## src/rtl/hpcd_pkg.sv

```systemverilog
// hpcd_pkg: shared types and constants of the heatmap peak centroid detector
// no dependencies; imported by every module of the block except hpcd_ram

package hpcd_pkg;

  // configuration register indexes
  localparam logic [1:0] REG_LEVEL_BIAS = 2'd0;
  localparam logic [1:0] REG_THRESHOLD  = 2'd1;
  localparam logic [1:0] REG_PEAK_ONLY  = 2'd2;

  localparam int unsigned CFG_IDX_W  = 2;
  localparam int unsigned CFG_DATA_W = 9;

  // result queue between scanner and output stage
  localparam int unsigned QUEUE_DEPTH = 4;
  localparam int unsigned QUEUE_PW    = 2;

  // output stream data width (41 used bits padded to bytes)
  localparam int unsigned OUT_DATA_W = 48;

  // scan settings, snapshot at frame end
  typedef struct packed {
    logic [7:0]        level_bias;
    logic signed [8:0] threshold;
    logic              peak_only;
  } cfg_t;

  // one queued result, sized for the largest grid
  typedef struct packed {
    logic       is_det;
    logic [5:0] row;
    logic [5:0] col;
    logic [3:0] cls;
    logic [7:0] level;
    logic [5:0] count;
  } rec_t;

endpackage

```

## src/rtl/hpcd_scan.sv

```systemverilog
// hpcd_scan: raster scan of the stored grid, per-cell argmax, threshold and peak test
// depends on hpcd_pkg; reads the score ram, pushes results into the queue

module hpcd_scan import hpcd_pkg::*; #(
  parameter int unsigned GridRows   = 16,
  parameter int unsigned GridCols   = 16,
  parameter int unsigned ClassCount = 5,
  parameter int unsigned MaxDets    = 32
) (
  input  logic                                          clk_i,
  input  logic                                          rst_ni,
  input  logic                                          start_i,
  input  cfg_t                                          cfg_i,
  output logic                                          busy_o,
  output logic                                          rd_en_o,
  output logic [$clog2(GridRows*GridCols*ClassCount)-1:0] rd_addr_o,
  input  logic [7:0]                                    rd_data_i,
  output logic                                          push_o,
  output rec_t                                          rec_o,
  input  logic                                          full_i
);

  localparam int unsigned Depth = GridRows * GridCols * ClassCount;
  localparam int unsigned AW    = $clog2(Depth);
  localparam int unsigned RowW  = (GridRows > 1) ? $clog2(GridRows) : 1;
  localparam int unsigned ColW  = (GridCols > 1) ? $clog2(GridCols) : 1;
  localparam int unsigned KW    = $clog2(ClassCount);
  localparam int unsigned RowSz = GridCols * ClassCount;

  localparam logic [AW-1:0]   RowStep  = AW'(RowSz);
  localparam logic [AW-1:0]   CellStep = AW'(ClassCount);
  localparam logic [RowW-1:0] LastRow  = RowW'(GridRows - 1);
  localparam logic [ColW-1:0] LastCol  = ColW'(GridCols - 1);
  localparam logic [KW-1:0]   LastCls  = KW'(ClassCount - 1);
  localparam logic [5:0]      DetLimit = 6'(MaxDets);

  // scan states
  localparam logic [3:0] ST_IDLE = 4'd0;
  localparam logic [3:0] ST_CLS  = 4'd1;
  localparam logic [3:0] ST_CLW  = 4'd2;
  localparam logic [3:0] ST_EVAL = 4'd3;
  localparam logic [3:0] ST_NBR  = 4'd4;
  localparam logic [3:0] ST_NBW  = 4'd5;
  localparam logic [3:0] ST_NDEC = 4'd6;
  localparam logic [3:0] ST_PUSH = 4'd7;
  localparam logic [3:0] ST_NEXT = 4'd8;
  localparam logic [3:0] ST_SUM  = 4'd9;

  // neighbor directions
  localparam logic [1:0] DIR_UP = 2'd0;
  localparam logic [1:0] DIR_DN = 2'd1;
  localparam logic [1:0] DIR_LT = 2'd2;
  localparam logic [1:0] DIR_RT = 2'd3;

  logic [3:0]        state_q, state_d;
  logic [RowW-1:0]   row_q, row_d;
  logic [ColW-1:0]   col_q, col_d;
  logic [AW-1:0]     base_q, base_d;
  logic [KW-1:0]     cls_q, cls_d;
  logic [KW-1:0]     rcls_q, rcls_d;
  logic [KW-1:0]     bcls_q, bcls_d;
  logic signed [8:0] best_q, best_d;
  logic [1:0]        dir_q, dir_d;
  logic              fail_q, fail_d;
  logic              rv_q, rv_d;
  logic              nv_q, nv_d;
  logic [5:0]        found_q, found_d;
  cfg_t              cfg_q, cfg_d;

  logic signed [8:0] lvl;
  logic              nb_exists;
  logic [AW-1:0]     nb_off;

  // level of the word read last cycle
  assign lvl = $signed({rd_data_i[7], rd_data_i}) -
               $signed({cfg_q.level_bias[7], cfg_q.level_bias});

  // neighbor address and edge check
  always_comb begin
    nb_exists = 1'b0;
    nb_off    = base_q;
    case (dir_q)
      DIR_UP: begin
        nb_exists = (row_q != '0);
        nb_off    = base_q - RowStep;
      end
      DIR_DN: begin
        nb_exists = (row_q != LastRow);
        nb_off    = base_q + RowStep;
      end
      DIR_LT: begin
        nb_exists = (col_q != '0);
        nb_off    = base_q - CellStep;
      end
      DIR_RT: begin
        nb_exists = (col_q != LastCol);
        nb_off    = base_q + CellStep;
      end
      default: begin
        nb_exists = 1'b0;
        nb_off    = base_q;
      end
    endcase
  end

  // scan sequencer
  always_comb begin
    state_d   = state_q;
    row_d     = row_q;
    col_d     = col_q;
    base_d    = base_q;
    cls_d     = cls_q;
    rcls_d    = rcls_q;
    bcls_d    = bcls_q;
    best_d    = best_q;
    dir_d     = dir_q;
    fail_d    = fail_q;
    rv_d      = 1'b0;
    nv_d      = 1'b0;
    found_d   = found_q;
    cfg_d     = cfg_q;
    rd_en_o   = 1'b0;
    rd_addr_o = base_q;
    push_o    = 1'b0;
    rec_o     = '0;

    // compare returning words against the running best
    if (rv_q && (lvl > best_q)) begin
      best_d = lvl;
      bcls_d = rcls_q;
    end
    if (nv_q && (lvl > best_q)) begin
      fail_d = 1'b1;
    end

    case (state_q)
      ST_IDLE: begin
        if (start_i) begin
          cfg_d   = cfg_i;
          row_d   = '0;
          col_d   = '0;
          base_d  = '0;
          cls_d   = KW'(1);
          best_d  = '0;
          bcls_d  = '0;
          found_d = '0;
          state_d = ST_CLS;
        end
      end
      ST_CLS: begin
        rd_en_o   = 1'b1;
        rd_addr_o = base_q + AW'(cls_q);
        rv_d      = 1'b1;
        rcls_d    = cls_q;
        if (cls_q == LastCls) begin
          state_d = ST_CLW;
        end else begin
          cls_d = cls_q + KW'(1);
        end
      end
      ST_CLW: begin
        state_d = ST_EVAL;
      end
      ST_EVAL: begin
        if (best_q < $signed(cfg_q.threshold)) begin
          state_d = ST_NEXT;
        end else if (cfg_q.peak_only) begin
          dir_d   = DIR_UP;
          fail_d  = 1'b0;
          state_d = ST_NBR;
        end else begin
          state_d = ST_PUSH;
        end
      end
      ST_NBR: begin
        rd_en_o   = 1'b1;
        rd_addr_o = nb_exists ? (nb_off + AW'(bcls_q)) : base_q;
        nv_d      = nb_exists;
        dir_d     = dir_q + 2'd1;
        if (dir_q == DIR_RT) begin
          state_d = ST_NBW;
        end
      end
      ST_NBW: begin
        state_d = ST_NDEC;
      end
      ST_NDEC: begin
        state_d = fail_q ? ST_NEXT : ST_PUSH;
      end
      ST_PUSH: begin
        if (!full_i) begin
          push_o       = 1'b1;
          rec_o.is_det = 1'b1;
          rec_o.row    = 6'(row_q);
          rec_o.col    = 6'(col_q);
          rec_o.cls    = 4'(bcls_q);
          rec_o.level  = best_q[7:0];
          found_d      = found_q + 6'd1;
          state_d      = ST_NEXT;
        end
      end
      ST_NEXT: begin
        if ((found_q == DetLimit) || ((row_q == LastRow) && (col_q == LastCol))) begin
          state_d = ST_SUM;
        end else begin
          if (col_q == LastCol) begin
            col_d = '0;
            row_d = row_q + RowW'(1);
          end else begin
            col_d = col_q + ColW'(1);
          end
          base_d  = base_q + CellStep;
          cls_d   = KW'(1);
          best_d  = '0;
          bcls_d  = '0;
          state_d = ST_CLS;
        end
      end
      ST_SUM: begin
        if (!full_i) begin
          push_o      = 1'b1;
          rec_o.count = found_q;
          state_d     = ST_IDLE;
        end
      end
      default: begin
        state_d = ST_IDLE;
      end
    endcase
  end

  // control state
  always_ff @(posedge clk_i or negedge rst_ni) begin
    if (!rst_ni) begin
      state_q <= ST_IDLE;
      rv_q    <= 1'b0;
      nv_q    <= 1'b0;
      found_q <= '0;
    end else begin
      state_q <= state_d;
      rv_q    <= rv_d;
      nv_q    <= nv_d;
      found_q <= found_d;
    end
  end

  // datapath registers
  always_ff @(posedge clk_i) begin
    row_q  <= row_d;
    col_q  <= col_d;
    base_q <= base_d;
    cls_q  <= cls_d;
    rcls_q <= rcls_d;
    bcls_q <= bcls_d;
    best_q <= best_d;
    dir_q  <= dir_d;
    fail_q <= fail_d;
    cfg_q  <= cfg_d;
  end

  assign busy_o = (state_q != ST_IDLE);

endmodule

```

## config.mk

```make
export PLATFORM = sky130hd
export DESIGN_NAME = hpcd_scan
export DESIGN_NICKNAME = d
export VERILOG_FILES = /design/src/rtl/hpcd_pkg.sv /design/src/rtl/hpcd_scan.sv
export SDC_FILE = /design/constraint.sdc
export NUM_CORES = 1
export LEC_CHECK = 0
export BUFFER_PORTS_ARGS = -buffer_cell sky130_fd_sc_hd__buf_2
export CAP_MARGIN = 20
export CORE_MARGIN = 3
export CORE_UTILIZATION = 40
export CTS_BUF_LIST = sky130_fd_sc_hd__clkbuf_4
export CTS_CLUSTER_DIAMETER = 30
export DETAILED_ROUTE_END_ITERATION = 7
export GPL_ROUTABILITY_DRIVEN = 1
export PLACE_DENSITY = 0.55
export SETUP_SLACK_MARGIN = 0.5
export SLEW_MARGIN = 15
export SYNTH_ARGS = -nofsm -noshare
export SYNTH_HDL_FRONTEND = slang
export SYNTH_SLANG_ARGS = --single-unit
```

## constraint.sdc

```tcl
create_clock -name clk_i -period 7.8 [get_ports clk_i]
set_clock_uncertainty 0.1 [all_clocks]
set_input_delay 0 -clock clk_i [delete_from_list [all_inputs] [get_ports clk_i]]
set_output_delay 0 -clock clk_i [all_outputs]
set_load 0.02 [all_outputs]
```

# == Word-level counts from Yosys, hierarchy flattened ==
# Index checks and enable logic that the tools add are counted.
# op_classes
order_cmp,2
n_mux,55
n_reduce_logical,22
n_eq_ne,28
n_addsub,12
# op_table
cell,count
$mux 4,13
$mux 25,2
$pmux 11 s2,2
$pmux 11 s4,1
$pmux 4 s10,1
$mux 11,3
$mux 9,3
$mux 6,4
$add 11x3->11,2
$ne 2x2->1 const B,10
$mux 3,6
$pmux 9 s2,1
$eq 4x3->1 const B,4
$eq 4x4->1 const B,4
$pmux 4 s2,2
$pmux 6 s2,1
$reduce_bool 4->1,3
$add 11x3->11 const B,1
$add 11x7->11 const B,1
$sub 11x3->11 const B,1
$sub 11x7->11 const B,1
$gt 9x9->1,1
$lt 9x9->1,1
$mux 1,9
other kinds (28),42
# word_totals
inputBits,30
output_inout_bits,45
wordCells,135
regBits,70

# == Logic depth before layout (Yosys ltp) ==
# Gate-level depths: netlist (run 1).
# logic_depth
ltp_word,7
ltp_mapped,18
ltp_nobuf,17

# == Worst setup path before layout (run 1) ==
# No wires, ideal clock.
# synth_path
path_type,register to register
from,register cfg_q[10] (netlist bit)
to,register bcls_q[0]
period_less_slack_ns,3.433
slack_ns,4.367
required_time_ns,7.548
path_buffers,1
setup_ns,0.152
t_arrival_ns,3.181
stages_incl_launch_ff,18
path_cell_list,edfxtp_1 ha_1 inv_1 fa_1 a21o_1 a21oi_1 o21bai_1 a21oi_1 xnor2_1 ha_1 o21a_1 o21ai_1 a21oi_1 and3_1 a22oi_2 buf_2 mux2i_1 nor2_1
# synth_between
elab_chain_cells,6
word_cells_on_any_way,7
classes_between,add/sub: 1; order compare: 1; mux: 4; reduce/logical: 1
# synth_lines
element,line,text
from (decl),hpcd_scan.sv:68,"cfg_t cfg_q, cfg_d;"
from (signal assigned),hpcd_scan.sv:258,cfg_q <= cfg_d;
$sub 8x8->9 (*),hpcd_scan.sv:75,"assign lvl = $signed({rd_data_i[7], rd_data_i}) -"
$gt 9x9->1 (*),hpcd_scan.sv:128,if (rv_q && (lvl > best_q)) begin
$logic_and 1x1->1 (*),hpcd_scan.sv:128,
$mux 3 (*),hpcd_scan.sv:128,
$mux 3 (on tied branches),"hpcd_scan.sv:203, hpcd_scan.sv:138",
$pmux 3 s2 (*),hpcd_scan.sv:136,case (state_q)
net bcls_d[0],hpcd_scan.sv:61,"logic [KW-1:0] bcls_q, bcls_d;"
to (signal assigned),hpcd_scan.sv:254,bcls_q <= bcls_d;
to (decl),hpcd_scan.sv:61,
# The timed path passes the listed nets; every way through them passes the cells marked *.
# A chain may end at the register's enable or synchronous reset.

# == Final worst setup path (run 1) ==
# layout_path
from,register dir_q[0]
to,output port rd_addr_o[10]
# layout_between
elab_chain_cells,5
word_cells_on_any_way,9
classes_between,add/sub: 1; eq/ne: 3; mux: 4; reduce/logical: 1
# layout_lines
element,line,text
from (decl),hpcd_scan.sv:63,"logic [1:0] dir_q, dir_d;"
from (signal assigned),hpcd_scan.sv:256,dir_q <= dir_d;
"$eq 2x2->1, or another cell as far along",hpcd_scan.sv:82,case (dir_q)
$pmux 11 s4,hpcd_scan.sv:82,
$add 11x3->11,hpcd_scan.sv:177,rd_addr_o = nb_exists ? (nb_off + AW'(bcls_q)) : base_q;
$mux 11 (*),hpcd_scan.sv:177,
$pmux 11 s2 (*),hpcd_scan.sv:136,
to (decl),hpcd_scan.sv:16,"output logic [$clog2(GridRows*GridCols*ClassCount)-1:0] rd_addr_o,"
# Mark *: on every way between the ends. The rest lies on a longest branch, timed or not.

==> flow_summary.json, run 1 <==
{
  "setup_violations": 0,
  "first_pass_grt_wire_length_um": 23000,
  "grt_pass1_vias": 4418,
  "tritoncts_sink_count": 70,
  "yosys_warnings": 0,
  "ff_latch_area_um2": 1910,
  "clock_path_buffers": 2,
  "drive_gt1_frac": 0.157,
  "crit_slowest_cell": "sky130_fd_sc_hd__ha_1",
  "drtPass1Iterations": 4,
  "category_of_the_critical_setup_timing_path": "flop to output port",
  "area_growth_syn_to_layout_pct": 14.6,
  "max_slew.worst_pin.slew_ns": 1.06,
  "syn_area_per_cell_um2": 9.03,
  "h-tree-depth": 3,
  "grt_antenna_before_repair": 1,
  "dominantRegCellSynth": "sky130_fd_sc_hd__edfxtp_1",
  "cts_root_buf": "sky130_fd_sc_hd__clkbuf_4",
  "power.density_nw_per_um2": 376,
  "effective_utilization_at_floorplan": 0.413,
  "setup-tns-final_ns": 0,
  "ys_seq_elements": 70,
  "worst_setup_path_end_kind": "output port",
  "timing.fmax_ghz": 0.245,
  "number_of_pins_with_negative_max_slew_slack_in_the_final_report": 0,
  "critical_path_cell_count": 13,
  "die_height_um": 123,
  "worstSkewPairLatency_ns": 0.46,
  "routabilityCongestion": 0.881,
  "final.fill_count": 1326,
  "worst_setup_path_start_kind": "flop",
  "worstPathRequired_ns": 7.70,
  "route.vias.total": 4703,
  "peakVddDrop_mv": 0.128,
  "cts_inserted_buffers": 9,
  "timing.critical_path.slowest_cell_delay_ns": 0.50,
  "final_nets": 774,
  "pin_count_of_the_biggest_net_entering_global_routing": 29,
  "globalRouteTotalUtil": 0.196,
  "multi_input_area_um2": 3250,
  "drv.max_cap_violation_count": 0,
  "maxSlewHeadroom": 0.293,
  "finalCriticalPeriod_ns": 4.08,
  "post_synth_inst_count": 611,
  "p_leak_nw": 2.79,
  "drcViolationCount": 0,
  "list_of_cells_traversed_by_the_critical_path": "ha_1, nor2_2, xnor2_1, ha_1, inv_1, fa_1, nor2b_1, o21ai_1, nor3_4, nand3b_1, xnor2_1, a221o_1, buf_2",
  "core_area_um2": 13300,
  "r2r.worst_path.cells": 16,
  "crit_buf_inv": 2,
  "timing.critical_path.from": "dir_q[0]",
  "hold_path_class": "primary input to flop",
  "cts_tree": "yes",
  "grt_remaining_overflow": 0,
  "detailed_route_iter0_violations": 260,
  "hold_path.startpoint": "rd_data_i[4]",
  "final-hold-violation-count": 0,
  "rr_startpoint": "cfg_q[10]",
  "path_max_fanout": 19,
  "final_util": 0.474,
  "rsz0062_at_grt": "false",
  "fraction_of_synthesis_flops_using_an_asynchronous_set_or_reset_pin": 0.171,
  "core.rowCount": 42,
  "synthDistinctLibCells": 77,
  "numPortBuffers": 69,
  "timing.critical_path.arrival_ns": 3.98,
  "detailedPlacementHpwl_um": 10600,
  "final_cell_area_um2": 6330,
  "worst_path_clk_slew_ns": 0.15,
  "hold_path_depth": 5,
  "synth.cell_area_um2": 5520,
  "critical_path.top_delay_family": "adder cells",
  "io_pins": 75,
  "viasPerCell": 5.39,
  "seq_area_frac_synth": 0.346,
  "outcome": "completed",
  "avgRoutedWirePerCell_um": 16.4,
  "cts_repair_resize_count": 0,
  "floorplan.die.width_um": 123,
  "postRouteAntennaNets": 0,
  "routed_wl_um": 14300,
  "synth_edf_count": 45,
  "die-area_um2": 15200,
  "min_period_over_period": 0.523,
  "post_dp_cell_area_um2": 5950
}
==> layout make-up <==
class | instances | share of cell area
multi-input combinational | 458 | 0.514
clock buffer | 9 | 0.0107
timing repair buffer | 97 | 0.0981
tap | 176 | 0.0348
sequential | 70 | 0.302
clock inverter | 7 | 0.00791
inverter | 54 | 0.0320
antenna | 1 | 0.000396
==> power by group <==
part           internal, mW  switching [mW]  total [mW]
Clock                0.0658           0.154       0.220
Sequential            0.554           0.188       0.742
Combinational         0.573           0.846        1.42
==> worst register-to-register path, delay by kind of cell (launching register included) <==
kind / cells / cell delay (ns)
AO/OA/AOI/OAI: 8 / 1.77
XOR/XNOR: 1 / 0.19
adder cells (fa/ha/maj): 3 / 0.84
buffers and inverters: 1 / 0.05
flip-flops: 1 / 0.35
multiplexers: 1 / 0.27
AND/OR/NAND/NOR: 2 / 0.25
==> synthesized netlist by cell type (11+ instances only) <==
cell                        n  area share
sky130_fd_sc_hd__a21oi_1   24       0.022
sky130_fd_sc_hd__and2_1    16       0.018
sky130_fd_sc_hd__and3_1    11       0.012
sky130_fd_sc_hd__clkbuf_1  12      0.0082
sky130_fd_sc_hd__dfrtp_1   12       0.054
sky130_fd_sc_hd__dfxtp_1   13       0.047
sky130_fd_sc_hd__edfxtp_1  45        0.24
sky130_fd_sc_hd__ha_1      50        0.11
sky130_fd_sc_hd__inv_1     52       0.035
sky130_fd_sc_hd__nand2_1   42       0.029
sky130_fd_sc_hd__nor2_1    63       0.043
sky130_fd_sc_hd__nor2b_1   13       0.015
sky130_fd_sc_hd__nor3_1    21       0.019
sky130_fd_sc_hd__o21ai_0   17       0.015
sky130_fd_sc_hd__o21ai_1   12       0.011
sky130_fd_sc_hd__xnor2_1   25       0.040
sky130_fd_sc_hd__xor2_1    13       0.021
==> stage by stage <==
step                hold slack, ns  instances  setup WS [ns]  total power, mW
global route                0.0278        872           3.43             2.59
floorplan                   -0.396        615           4.37             1.79
detailed placement          -0.202        829           3.89             2.14
CTS                        0.00362        871           3.69             2.39
finish                      0.0426        872           3.72             2.38
global placement            -0.207        829           4.00             2.14
==> registers in the layout, summed over array words and instances (netlist names) <==
register / count
best_q: 9
col_q: 4
rv_q: 1
bcls_q: 3
cls_q: 3
base_q: 11
nv_q: 1
row_q: 4
rcls_q: 3
found_q: 6
dir_q: 2
fail_q: 1
state_q: 4
cfg_q: 18
==> cell families (layout without fill, tap and decap cells) <==
group	Yosys count	count (layout)	synth area share
compound gates	127	127	0.169
flops	70	70	0.346
other cells	1	6	0.000679
mux	10	10	0.0184
xor+xnor	38	38	0.0603
simple gates	224	224	0.209
fa+ha+maj	54	54	0.128
buf+inv	87	167	0.0682
==> layer usage <==
metal,global-route usage,part of all wire
met5,0,0
met4,0.0644,0.018
met3,0.0393,0.050
met2,0.301,0.46
met1,0.277,0.47
==> cell usage in the layout, fill, tap and decap left out, drive strengths merged, types with 8 or more instances in the layout <==
master / netlist / final
o21ai: 29 / 29
dlygate4sd3: 0 / 26
nor2: 64 / 64
dfxtp: 13 / 13
ha: 50 / 50
inv: 54 / 55
mux2i: 9 / 9
xnor2: 25 / 25
buf: 21 / 71
dfrtp: 12 / 12
xor2: 13 / 13
or3: 8 / 8
a21oi: 25 / 25
and2: 16 / 16
nor3: 24 / 24
nand3: 8 / 8
clkbuf: 12 / 9
edfxtp: 45 / 45
and3: 11 / 11
o211ai: 8 / 8
nand2: 42 / 42
nor2b: 13 / 13
==> timing repair <==
item                      CTS  global route
setup buffers               0             0
hold endpoints to repair   37             0
hold buffers               26             0
==> worst paths after layout <==
| path | endpoint | slack [ns] |
|---|---|---|
| setup / recovery | rd_addr_o[10] | 3.72 |
| hold / removal | best_q[4] | 0.04 |
| setup reg to reg | best_q[1] | 3.86 |
| hold reg to reg | bcls_q[2] | 0.41 |
| max in group asynchronous | found_q[0] | 6.71 |
| min in group asynchronous | nv_q | 0.49 |
(Power assumes the default switching activity.)
==> run 2, diff against run 1 <==
Clock period 7.8 ns to 3.86 ns, I/O delays scaled along.
==> run 2 against run 1 <==
Routed wire length up 9.5%. Sequential power increased by 97%. Non-clock buffer count up 44. Core utilization increased by 5.2 points. First-iteration DRC count up 22%. Sequential cell count stayed put. Combinational power rose to 2.6 times the previous value. Count of clock-buffer cells in the layout did not move. Critical endpoint is now rd_addr_o[9]. Largest cell class unchanged.
==> flow_summary.json, run 2 (synthesized netlist as in run 1, its figures left out) <==
{
  "floorplan.die.width_um": 123,
  "worst_path_clk_slew_ns": 0.13,
  "worstSkewPairLatency_ns": 0.43,
  "category_of_the_critical_setup_timing_path": "flop to output port",
  "worst_setup_path_start_kind": "flop",
  "timing.critical_path.slowest_cell_delay_ns": 0.47,
  "h-tree-depth": 3,
  "drv.max_cap_violation_count": 0,
  "final-hold-violation-count": 0,
  "drtPass1Iterations": 5,
  "postRouteAntennaNets": 0,
  "timing.critical_path.arrival_ns": 3.33,
  "die-area_um2": 15200,
  "pin_count_of_the_biggest_net_entering_global_routing": 21,
  "routed_wl_um": 15700,
  "grt_pass1_vias": 4804,
  "setup_violations": 0,
  "worst_setup_path_end_kind": "output port",
  "critical_path.top_delay_family": "compound AO/OA/AOI/OAI gates",
  "layout.cells.most_common": "sky130_fd_sc_hd__buf_2",
  "routabilityCongestion": 0.968,
  "cts_tree": "yes",
  "globalRouteTotalUtil": 0.210,
  "outcome": "completed",
  "final_cell_area_um2": 7020,
  "layout_top_registers": "cfg_q x18, base_q x11, best_q x9",
  "post-place-cells": 840,
  "maxSlewHeadroom": 0.325,
  "power.density_nw_per_um2": 806,
  "drcViolationCount": 0,
  "setup-tns-final_ns": 0,
  "critical_path_cell_count": 15,
  "min_period_over_period": 0.889,
  "number_of_pins_with_negative_max_slew_slack_in_the_final_report": 0,
  "route.vias.total": 4922,
  "crit_slowest_cell": "sky130_fd_sc_hd__edfxtp_1",
  "worstPathRequired_ns": 3.76,
  "first_pass_grt_wire_length_um": 25000,
  "r2r.worst_path.cells": 17,
  "grt_remaining_overflow": 0,
  "cts_root_buf": "sky130_fd_sc_hd__clkbuf_4",
  "grt_antenna_before_repair": 0,
  "die_height_um": 123,
  "drive_gt1_frac": 0.271,
  "io_pins": 75,
  "tritoncts_sink_count": 70,
  "area_growth_syn_to_layout_pct": 27.3,
  "post_dp_cell_area_um2": 6030,
  "timing.fmax_ghz": 0.292,
  "numPortBuffers": 69,
  "detailed_route_iter0_violations": 317,
  "max_slew.worst_pin.slew_ns": 1.01,
  "final_nets": 818,
  "finalNonFillerCells": 915,
  "rsz0062_at_grt": "true",
  "diodes": 0,
  "detailedPlacementHpwl_um": 11000,
  "avgRoutedWirePerCell_um": 17.1,
  "hold_path_class": "primary input to flop",
  "list_of_cells_traversed_by_the_critical_path": "inv_2, ha_4, buf_6, nor2_4, buf_6, a221o_1, ha_1, a21o_1, a21o_1, nand2_2, nor4_4, xor2_1, nand2_1, o311ai_2, buf_4",
  "peakVddDrop_mv": 0.288,
  "cts_inserted_buffers": 9,
  "effective_utilization_at_floorplan": 0.413,
  "largest_register_ffs": 18,
  "finalCriticalPeriod_ns": 3.43,
  "viasPerCell": 5.38,
  "core_area_um2": 13300,
  "p_leak_nw": 3.11,
  "largest-register": "cfg_q",
  "crit_buf_inv": 4,
  "clock_path_buffers": 2,
  "core.rowCount": 42,
  "path_max_fanout": 4,
  "hold_path_depth": 5,
  "commonest_cells_after_routing_fill_and_taps_aside": "sky130_fd_sc_hd__buf_2 (62), sky130_fd_sc_hd__nor2_1 (60), sky130_fd_sc_hd__inv_1 (46), sky130_fd_sc_hd__edfxtp_1 (45), sky130_fd_sc_hd__ha_1 (43)"
}
run 2: final cells by class:
cell class / count / area (µm²)
repair buffers: 141 / 1020
clock inverters: 7 / 97.6
multi-input cells: 458 / 3500
clock buffers: 9 / 67.6
well taps: 176 / 220
flip-flops and latches: 70 / 1910
fillers: 1247 / 6320
inverters: 54 / 203
run 2: final timing paths:
path / start / end / slack (ns)
worst max-delay path: dir_q[0] / rd_addr_o[9] / 0.43
worst min-delay path: rd_data_i[5] / best_q[5] / 0.08
worst max register to register: cfg_q[10] / best_q[3] / 0.46
worst min register to register: rcls_q[1] / bcls_q[1] / 0.41
max in group asynchronous: rst_ni / found_q[5] / 2.74
min in group asynchronous: rst_ni / nv_q / 0.54
run 2: per-layer routing:
layer / wire length, µm / GRT usage / vias up / share of wire
li1: - / - / 2407 / -
met1: 7310 / 0.298 / 2341 / 0.47
met2: 7310 / 0.335 / 149 / 0.47
met3: 754 / 0.0288 / 25 / 0.048
met4: 301 / 0.0616 / 0 / 0.019
met5: 0 / 0 / - / 0
run 2: report_power, final:
group / internal (mW) / switching, mW / leakage, nW
Combinational: 1.60 / 2.04 / 2.33
Clock: 0.264 / 0.292 / 0.0825
Sequential: 1.12 / 0.344 / 0.696
Total: 2.99 / 2.67 / 3.11
run 2: stage by stage:
stage                      util  power (mW)  hold slack, ns  setup slack (ns)
after floorplan               -        3.62          -0.396             0.523
after global placement    0.452        4.37          -0.207             0.492
after detailed placement  0.452        4.42          -0.208             0.365
after CTS                 0.506        5.31          0.0396             0.432
after global routing      0.526        6.07          0.0775             0.251
final                     0.526        5.66          0.0810             0.430
run 2: worst reg2reg max path: stages (launching register included):
cell and delay, ns:
sky130_fd_sc_hd__edfxtp_1 0.35, sky130_fd_sc_hd__ha_2 0.18, sky130_fd_sc_hd__inv_2 0.04, sky130_fd_sc_hd__fa_2 0.34, sky130_fd_sc_hd__a21o_1 0.20, sky130_fd_sc_hd__a21oi_2 0.17
sky130_fd_sc_hd__o21bai_1 0.09, sky130_fd_sc_hd__a21oi_2 0.19, sky130_fd_sc_hd__xnor2_2 0.14, sky130_fd_sc_hd__ha_1 0.27, sky130_fd_sc_hd__o21a_1 0.12, sky130_fd_sc_hd__o21ai_2 0.13
sky130_fd_sc_hd__a21oi_2 0.07, sky130_fd_sc_hd__and3_1 0.19, sky130_fd_sc_hd__a22oi_2 0.20, sky130_fd_sc_hd__buf_6 0.21, sky130_fd_sc_hd__mux2i_1 0.21, sky130_fd_sc_hd__nor2_1 0.06
run 2: timing repair:
action / CTS / global route
hold buffers: 24 / 0
setup endpoints to repair: 23 / 21
endpoints found under the hold margin: 34 / 0
gates resized for setup: 41 / 41
gates cloned: 1 / 0
pin swaps: 17 / 24
setup buffers: 21 / 13
==> run 3, diff against run 2 <==
Settings changed: BUFFER_PORTS_ARGS -buffer_cell sky130_fd_sc_hd__buf_2 to not set, DONT_BUFFER_PORTS set to 1, PLACE_DENSITY 0.55 to 0.5.
==> run 3 against run 2 <==
Count of clock-buffer cells in the layout grew 1. Critical path depth fell by 2. Cell count is 6.3% lower. Fmax up 0.32%. Total power shrank 6.3%. Non-clock buffer count decreased by 59. Clock power down 24%. Largest power group unchanged.
==> flow_summary.json, run 3 (synthesized netlist as in run 1, its figures left out) <==
{
  "outcome": "completed",
  "final.fill_count": 1288,
  "postRouteAntennaNets": 0,
  "worstSkewPairLatency_ns": 0.45,
  "clock_path_buffers": 2,
  "setup_violations": 0,
  "avgRoutedWirePerCell_um": 17.7,
  "cts_tree": "yes",
  "r2r_setup_slack_ns": 0.45,
  "largest_register_ffs": 18,
  "category_of_the_critical_setup_timing_path": "flop to output port",
  "cts_inserted_buffers": 9,
  "rsz0062_at_grt": "true",
  "area_growth_syn_to_layout_pct": 20.1,
  "commonest_cells_after_routing_fill_and_taps_aside": "sky130_fd_sc_hd__nor2_1 (61), sky130_fd_sc_hd__inv_1 (46), sky130_fd_sc_hd__buf_4 (46), sky130_fd_sc_hd__edfxtp_1 (45), sky130_fd_sc_hd__ha_1 (44)",
  "detailed_route_iter0_violations": 303,
  "min_delay_worst_endpoint": "cfg_q[7]",
  "pin_count_of_the_biggest_net_entering_global_routing": 29,
  "worst_setup_path_end_kind": "output port",
  "die_height_um": 123,
  "power.density_nw_per_um2": 800,
  "effective_utilization_at_floorplan": 0.413,
  "largest-register": "cfg_q",
  "final-hold-violation-count": 0,
  "first_pass_grt_wire_length_um": 23400,
  "final.hold.worst_slack_ns": 0.0670,
  "peakVddDrop_mv": 0.313,
  "final_nets": 759,
  "timing.fmax_ghz": 0.292,
  "finalCriticalPeriod_ns": 3.42,
  "number_of_pins_with_negative_max_slew_slack_in_the_final_report": 0,
  "worst_setup_path_start_kind": "flop",
  "globalRouteTotalUtil": 0.200,
  "grt_remaining_overflow": 0,
  "layout.cells.most_common": "sky130_fd_sc_hd__nor2_1",
  "drv.max_cap_violation_count": 0,
  "setup-tns-final_ns": 0,
  "core.rowCount": 42,
  "core_area_um2": 13300,
  "post_dp_cell_area_um2": 5710,
  "regToRegEndpoint": "best_q[3]",
  "cts_root_buf": "sky130_fd_sc_hd__clkbuf_4",
  "rr_startpoint": "cfg_q[10]",
  "max_slew.worst_pin.slew_ns": 1.07,
  "worstPathRequired_ns": 3.76,
  "io_pins": 75,
  "maxSlewHeadroom": 0.277,
  "final_cell_area_um2": 6630,
  "floorplan.die.width_um": 123,
  "routabilityCongestion": 0.900,
  "hold_path_depth": 1,
  "ff_latch_area_um2": 1910,
  "numPortBuffers": 0,
  "multi_input_area_um2": 3470,
  "r2r.worst_path.cells": 17,
  "drtPass1Iterations": 5,
  "timing.critical_path.arrival_ns": 3.32,
  "drive_gt1_frac": 0.194,
  "tritoncts_sink_count": 70,
  "hold_path.startpoint": "cfg_i[7]",
  "grt_antenna_before_repair": 1,
  "p_leak_nw": 2.80,
  "h-tree-depth": 3,
  "min_period_over_period": 0.886,
  "path_max_fanout": 6,
  "hold_path_class": "primary input to flop",
  "grt_pass1_vias": 4445,
  "final_util": 0.497,
  "die-area_um2": 15200,
  "routed_wl_um": 15100,
  "worst_path_clk_slew_ns": 0.12,
  "viasPerCell": 5.45,
  "route.vias.total": 4673,
  "layout_top_registers": "cfg_q x18, base_q x11, best_q x9",
  "detailedPlacementHpwl_um": 10900,
  "drcViolationCount": 0
}
==> run 3: final cells by class <==
| class | count | share of cell area |
|---|---|---|
| diodes | 1 | 0.000378 |
| inverters | 54 | 0.0306 |
| multi-input cells | 458 | 0.523 |
| clock buffers | 10 | 0.0113 |
| repair buffers | 82 | 0.108 |
| well taps | 176 | 0.0332 |
| clock inverters | 6 | 0.00566 |
| flip-flops and latches | 70 | 0.288 |
==> run 3: critical path, stage by stage (launching register included) <==
cell and delay, ns:
sky130_fd_sc_hd__edfxtp_1 0.45, sky130_fd_sc_hd__buf_6 0.16, sky130_fd_sc_hd__ha_4 0.19, sky130_fd_sc_hd__nor2_4 0.17, sky130_fd_sc_hd__xnor2_2 0.13, sky130_fd_sc_hd__ha_2 0.20, sky130_fd_sc_hd__inv_2 0.04, sky130_fd_sc_hd__fa_2 0.37
sky130_fd_sc_hd__nor2b_4 0.14, sky130_fd_sc_hd__o21ai_4 0.08, sky130_fd_sc_hd__buf_6 0.12, sky130_fd_sc_hd__xnor2_1 0.11, sky130_fd_sc_hd__a222oi_1 0.48, sky130_fd_sc_hd__inv_1 0.23
==> run 3: timing repair <==
action / 4_1_cts / 5_1_grt
setup buffers: 21 / 16
gates resized for setup: 27 / 31
endpoints found under the setup margin: 20 / 21
pin swaps: 18 / 34
gates cloned: 1 / 0
endpoints found under the hold margin: 61 / 0
hold buffers: 28 / 0
==> run 3: where the power goes <==
group          leakage [nW]  internal [mW]  switching, mW
Sequential            0.696           1.12          0.315
Combinational          2.04           1.46           1.99
Clock                0.0669          0.139          0.282
==> run 3: layer usage <==
| layer | GRT usage | routed length (µm) |
|---|---|---|
| met1 | 0.272 | 7090 |
| met2 | 0.321 | 7210 |
| met3 | 0.0375 | 593 |
| met4 | 0.0637 | 251 |
| met5 | 0 | 0 |
==> run 3: how the worst max path moves through the flow <==
| stage | from | end | slack (ns) | depth (start not counted) |
|---|---|---|---|---|
| after floorplan | cfg_q[10] | bcls_q[0] | 0.52 | 17 |
| after global placement | cfg_q[10] | best_q[1] | 0.51 | 17 |
| after detailed placement | cfg_q[10] | best_q[4] | 0.44 | 17 |
| after CTS | dir_q[0] | rd_addr_o[10] | 0.44 | 13 |
| after global routing | cfg_q[10] | bcls_q[0] | 0.25 | 17 |
| final | dir_q[0] | rd_addr_o[4] | 0.44 | 13 |
==> run 3: through the flow <==
stage | std cells | setup slack [ns] | power (mW)
finish | 857 | 0.441 | 5.30
CTS | 840 | 0.439 | 5.02
floorplan | 615 | 0.523 | 3.62
global route | 857 | 0.252 | 5.73
global placement | 774 | 0.512 | 4.29
detailed placement | 774 | 0.440 | 4.33
